--- src/design/oaht_pkg.sv ---
`default_nettype none
package oaht_pkg;
	localparam int CAPACITY_DEF  = 64;
	localparam int KEY_BYTES_DEF = 8;
	localparam int KEY_W         = 64;
	localparam int VAL_W         = 32;
	localparam int CNT_W         = 7;
	localparam int CFG_W         = 7;
	localparam int CFG_IDX_W     = 1;

	localparam logic [2:0] ACT_INSERT = 3'd0;
	localparam logic [2:0] ACT_SEARCH = 3'd1;
	localparam logic [2:0] ACT_DELETE = 3'd2;
	localparam logic [2:0] ACT_UPDATE = 3'd3;
	localparam logic [2:0] ACT_CLEAR  = 3'd4;

	localparam logic [2:0] ST_INSERTED    = 3'd0;
	localparam logic [2:0] ST_OVERWRITTEN = 3'd1;
	localparam logic [2:0] ST_FOUND       = 3'd2;
	localparam logic [2:0] ST_NOT_FOUND   = 3'd3;
	localparam logic [2:0] ST_DELETED_RES = 3'd4;
	localparam logic [2:0] ST_FULL        = 3'd5;
	localparam logic [2:0] ST_CLEARED     = 3'd6;

	localparam logic [1:0] SLOT_EMPTY    = 2'd0;
	localparam logic [1:0] SLOT_OCCUPIED = 2'd1;
	localparam logic [1:0] SLOT_DELETED  = 2'd2;

	localparam logic [1:0] PM_LINEAR    = 2'd0;
	localparam logic [1:0] PM_QUADRATIC = 2'd1;

	localparam logic [CFG_IDX_W-1:0] REG_PROBE_MODE = 1'd0;
	localparam logic [CFG_IDX_W-1:0] REG_CAPACITY   = 1'd1;

	// Commands from controller to datapath.
	typedef struct packed {
		logic load;       // latch input item, start hashing
		logic hash_step;  // fold one key byte into both hashes
		logic mod_start;  // begin modular reduction
		logic mod_step;   // one restoring-subtract step
		logic probe_init; // set probe index to the reduced hash
		logic rd;         // read slot at current index
		logic act;        // evaluate read slot, write if needed
		logic next;       // advance probe
		logic clr_step;   // mark one slot empty
		logic clr_start;
		logic fin_full;   // finish with scan exhausted
		logic fin_imm;    // finish for clear/unused action
	} oaht_cmd_t;

	// Status from datapath to controller.
	typedef struct packed {
		logic hash_done;
		logic mod_done;
		logic hit_done;   // evaluation ended the scan
		logic scan_last;  // probe count reached capacity
		logic clr_done;
		logic act_clear;
		logic act_bad;
	} oaht_sts_t;
endpackage
`default_nettype wire

--- src/design/oaht_ctrl.sv ---
`default_nettype none
module oaht_ctrl (
	input  wire logic               clk,
	input  wire logic               arst_n,
	input  wire logic               in_valid,
	output logic                    in_ready,
	input  wire logic               res_free,
	input  wire oaht_pkg::oaht_sts_t sts,
	output oaht_pkg::oaht_cmd_t     cmd,
	output logic                    res_load
);
	import oaht_pkg::*;

	typedef enum logic [7:0] {
		S_INIT  = 8'b0000_0001,
		S_IDLE  = 8'b0000_0010,
		S_HASH  = 8'b0000_0100,
		S_MOD   = 8'b0000_1000,
		S_RD    = 8'b0001_0000,
		S_ACT   = 8'b0010_0000,
		S_WAIT  = 8'b0100_0000,
		S_CLR   = 8'b1000_0000
	} state_t;

	state_t state_q, state_d;

	assign in_ready = (state_q == S_IDLE);

	// Next-state and command decode.
	always_comb begin
		state_d  = state_q;
		cmd      = '0;
		res_load = 1'b0;
		case (state_q)
			S_INIT: begin
				cmd.clr_step = 1'b1;
				if (sts.clr_done) state_d = S_IDLE;
			end
			S_IDLE: begin
				if (in_valid) begin
					cmd.load = 1'b1;
					state_d  = S_HASH;
				end
			end
			S_HASH: begin
				if (sts.act_clear) begin
					cmd.clr_start = 1'b1;
					state_d = S_CLR;
				end else if (sts.act_bad) begin
					state_d = S_WAIT;
				end else if (sts.hash_done) begin
					cmd.mod_start = 1'b1;
					state_d = S_MOD;
				end else begin
					cmd.hash_step = 1'b1;
				end
			end
			S_MOD: begin
				if (sts.mod_done) begin
					cmd.probe_init = 1'b1;
					state_d = S_RD;
				end else begin
					cmd.mod_step = 1'b1;
				end
			end
			S_RD: begin
				if (sts.scan_last) begin
					cmd.fin_full = 1'b1;
					state_d = S_WAIT;
				end else begin
					cmd.rd  = 1'b1;
					state_d = S_ACT;
				end
			end
			S_ACT: begin
				cmd.act = 1'b1;
				if (sts.hit_done) state_d = S_WAIT;
				else begin
					cmd.next = 1'b1;
					state_d = S_RD;
				end
			end
			S_CLR: begin
				cmd.clr_step = 1'b1;
				if (sts.clr_done) begin
					cmd.fin_imm = 1'b1;
					state_d = S_WAIT;
				end
			end
			S_WAIT: begin
				if (res_free) begin
					res_load = 1'b1;
					state_d  = S_IDLE;
				end
			end
			default: state_d = S_INIT;
		endcase
		if (state_q == S_HASH && sts.act_bad) cmd.fin_imm = 1'b1;
	end

	always_ff @(posedge clk or negedge arst_n) begin
		if (!arst_n) state_q <= S_INIT;
		else         state_q <= state_d;
	end

`ifndef SYNTHESIS
	a_one_hot: assert property (@(posedge clk) disable iff (!arst_n) $onehot(state_q))
		else $error("controller state not one-hot");
	a_res_only_wait: assert property (@(posedge clk) disable iff (!arst_n)
		res_load |-> state_q == S_WAIT)
		else $error("result loaded outside wait state");
	a_accept_idle: assert property (@(posedge clk) disable iff (!arst_n)
		(in_valid && in_ready) |=> state_q == S_HASH)
		else $error("accepted item did not start hashing");
`endif
endmodule
`default_nettype wire

--- config.mk ---
export PLATFORM = sky130hd
export DESIGN_NAME = oaht_ctrl
export DESIGN_NICKNAME = d
export VERILOG_FILES = /design/src/design/oaht_pkg.sv /design/src/design/oaht_ctrl.sv
export SDC_FILE = /design/constraint.sdc
export NUM_CORES = 1
export LEC_CHECK = 0
export ABC_AREA = 1
export BUFFER_PORTS_ARGS = -buffer_cell sky130_fd_sc_hd__buf_2
export CORE_MARGIN = 2
export CORE_UTILIZATION = 51
export CTS_CLUSTER_DIAMETER = 30
export CTS_CLUSTER_SIZE = 14
export DETAILED_ROUTE_END_ITERATION = 8
export HOLD_SLACK_MARGIN = 0.12
export PLACE_DENSITY = 0.91
export REMOVE_ABC_BUFFERS = 1
export SLEW_MARGIN = 0
export SYNTH_ARGS = -nofsm -noshare
export SYNTH_HDL_FRONTEND = slang
export SYNTH_SLANG_ARGS = --single-unit
--- constraint.sdc ---
create_clock -name clk -period 2.4 [get_ports clk]
set_input_delay 0.48 -clock clk [delete_from_list [all_inputs] [get_ports clk]]
set_output_delay 0.48 -clock clk [all_outputs]
set_load 0.005 [all_outputs]
Word level (Yosys, flattened, before mapping):

Index checks and enable logic that the tools add are counted.

* eq/ne operators: 14
* multiplexer cells: 35
* reductions and logical operators: 3

Operators with widths (number)
* 8-bit 2-to-1 mux: 8
* 8-bit one-hot mux with 8 select lines: 1
* 1-bit 2-to-1 mux: 19
* 7-bit 2-to-1 mux: 2
* 2-bit 2-to-1 mux: 5
* 2-bit inequality test, second input constant: 5
* 8-bit by 1-bit equality test with 1-bit output, second input constant: 1
* 8-bit by 2-bit equality test with 1-bit output, second input constant: 1
* 8-bit by 3-bit equality test with 1-bit output, second input constant: 1
* 8-bit by 4-bit equality test with 1-bit output, second input constant: 1
* 8-bit by 5-bit equality test with 1-bit output, second input constant: 1
* 8-bit by 6-bit equality test with 1-bit output, second input constant: 1
* 8-bit by 7-bit equality test with 1-bit output, second input constant: 1
* 8-bit equality test, second input constant: 1
* 6-bit AND reduction: 1
* 4-bit inequality test, second input constant: 1
* 2-bit OR reduction: 1
* 1-bit logical AND: 1

* flip-flop bits (word level): 8
* input bits: 11
* output and inout bits: 14

Logic depth before layout (Yosys ltp):

* word-level depth: 4
* gate-level depth with buffers: 10

Worst setup path after synthesis:

No wires, ideal clock.

* kind: reg2out
* start: reg state_q[6]
* end: out cmd[9] (netlist bit)
* arrival time: 1.078 ns
* data required time: 1.920 ns
* path slack: 0.842 ns
* stages on the path, launching flop included: 8
* cell sequence: dfrtp_1 inv_2 nand2_4 nor2_4 buf_6 nand2_2 nor3_2 and2_1

RTL lines
* start: declaration: RTL line oaht_ctrl.sv:25 `state_t state_q, state_d;`
* start signal: assignment: RTL line oaht_ctrl.sv:103 `else state_q <= state_d;`
* end: declaration: RTL line oaht_ctrl.sv:9 `output oaht_pkg::oaht_cmd_t cmd,`

==> metrics <==
placed instance area=between 800 and 900 sq um; startpoint types=register; CP arrival=~1.6 ns; # diodes=0; # setup viols final=0; antenna-violating nets left=0; gr ovfl total=0; M3 GR Usage=5.56%; # resized after CTS=0; Largest register FFs=8; min-delay src=sts[3]; clock share of power=20.2%; First DRT Iteration DRCs=50; fin nets=137; post-CTS setup repair buffer count=0; Critical Path Sink Type=output pin; sum of negative setup slack=0 ns; Residual DRC=0; CP Data Required Time=1.92 ns; Max Buffers Root-to-Sink=2; sequential power share=29.6%; Reg with most FFs=state_q; Gate Count Post-Synth=97; Rows=13; Die Area=0.00163 sq mm; Max Transition Viols Final=0; dpl hpwl=1.33 mm; All-Layer GR Usage=24.5%; drt first pass iters=4; Starting Density=a little over half; RSZ-0062 raised after global routing=false; WHS Endpoint=state_q[5]; synthesized area per cell=6.98 sq um; r2r startpoint=state_q[7]; met1 GRT Util=28.7%; total clock sinks=8; outcome=finished clean; worst setup margin=0.316 ns; Comb pwr share=50.3%; clock tree root driver cell=clkbuf_4; Vias/cell=~5.3; fraction of layout cells with a size suffix above 1=between 40 and 50%; core area=0.00127 sq mm; pwr dens=705 mW/mm^2; Switching Share=44.0%; Area contributors post-synth=dfrtp_1 26%, nand2_1 12%, nor2_1 7.2%; crit-path max FO=11; yosys warns=0; final core utilization=between 60% and 70%; Final Non-Filler Cells=140; Leakage=0.513 nW; worst slew pin tran=0.287 ns; Max Clk Rate=0.480 GHz; Synth top cells by count=21 x nand2_1, 13 x nor2_1, 10 x inv_1; DP Worst Slack=approximately 0.63 ns; Tot Pwr=0.593 mW; Synth async-reset ratio=100%; vias in the first global route=653; area grow syn2layout=24.2%; Syn Std Cell Area=677 sq um; minimum clock period=2.08 ns; Port Buffer Count=24; Num CTS Buffers=3; final hold vios=0; worst IR drop on VDD=~0.00047 V; final wirelength=around 1.6 mm; Internal=0.332 mW; fin area=between 800 and 900 sq um; clk_skew=around 0.017 ns; Largest regs=state_q (8); Worst R2R Setup Slack=0.89 ns; H-Tree Depth=1; TritonCTS clock tree=built; Worst-Skew Late Latency=0.27 ns; Yosys top cell area share=25.9%; Hold Buf Count CTS=1; initial antenna violation count=0; GRT Max-Usage Layer=met2; DIE WIDTH=40.4 um; M2 GR Usage=41.7%; Post-synth EDFFs=0; Yosys cell types=22; R2R cell count=10; Yosys reg bits=8; switching pwr=0.261 mW; Final Cycle Share=86.8%; final RePlAce weighted congestion=slightly above 0.9; via count=between 700 and 800; Fin Hold WS=0.388 ns; first-pass GRT wire length=approximately 2.6 mm; Placed Cells=135; wire per inst=11.8 um; DIE HEIGHT=roughly 40 um; post-synthesis sequential area ratio=29.8%; IO Pins=25; cell taking the most area after synthesis=dfrtp_1; kind of critical path=register to output pin; hold crit path type=input port to register; number of max-cap violations=0; largest net degree at the start of global routing=12; Synth Flop Type=dfrtp_1; Max-slew headroom=80.9%; WHS Path Cells=2; most frequent cell after synthesis=nand2_1; Reg2Reg Capture Point=state_q[3]; clock slew at reported path FFs=around 0.070 ns
## layer usage
layer  vias up  share of wire (%)
li1        358                  -
met1       346                 40
met2        30                 51
met3         8                6.3
met4         0                3.2
met5         -                  0
## worst max-delay path by stage
stage / depth (start not counted) / slack, ns / start / endpoint
after floorplan: 6 / 0.82 / state_q[6] / cmd[9]
final: 7 / 0.32 / state_q[7] / cmd[9]
after CTS: 7 / 0.34 / state_q[7] / cmd[9]
after global placement: 7 / 0.69 / state_q[6] / cmd[9]
after detailed placement: 7 / 0.63 / state_q[7] / cmd[9]
after global routing: 7 / 0.18 / state_q[6] / cmd[9]
## layout by cell type, fill, tap and decap left out, drive strengths merged
master | Yosys | routed
dfrtp | 7 | 7
inv | 18 | 18
dlygate4sd3 | 0 | 1
buf | 1 | 24
o22ai | 1 | 1
nand3 | 9 | 9
nand2 | 30 | 30
o21ai | 3 | 3
clkbuf | 0 | 4
dfstp | 1 | 1
nor2 | 18 | 18
and2 | 1 | 1
a21oi | 1 | 1
nand4 | 4 | 4
nor3 | 3 | 3
## kinds of logic after synthesis
| logic type | after synthesis | synth area share (%) |
|---|---|---|
| compound gates | 5 | 3.88 |
| simple gates | 65 | 54.7 |
| buf+inv | 19 | 11.6 |
| flops | 8 | 29.8 |
## cell type report
| cell class | instances | area, sq um |
|---|---|---|
| multi-input cells | 70 | 397 |
| flip-flops and latches | 8 | 201 |
| well taps | 15 | 18.8 |
| inverters | 18 | 67.6 |
| repair buffers | 25 | 130 |
| fillers | 106 | 428 |
| clock buffers | 4 | 26.3 |
## worst max-delay path, stage by stage (launching register included)
cell     delay, ns
dfrtp_1       0.40
inv_2         0.08
nand2_4       0.06
nor2_4        0.26
nand2_2       0.13
nor3_2        0.15
and2_1        0.14
buf_2         0.10
## power by group through the flow
stage / combinational (mW) / sequential [mW] / clock, mW
global placement: 0.279 / 0.178 / 0
CTS: 0.293 / 0.175 / 0.114
finish: 0.298 / 0.175 / 0.120
floorplan: 0.216 / 0.177 / 0
detailed placement: 0.290 / 0.178 / 0
global route: 0.324 / 0.178 / 0.125
Power figures use the tool's default switching activity.
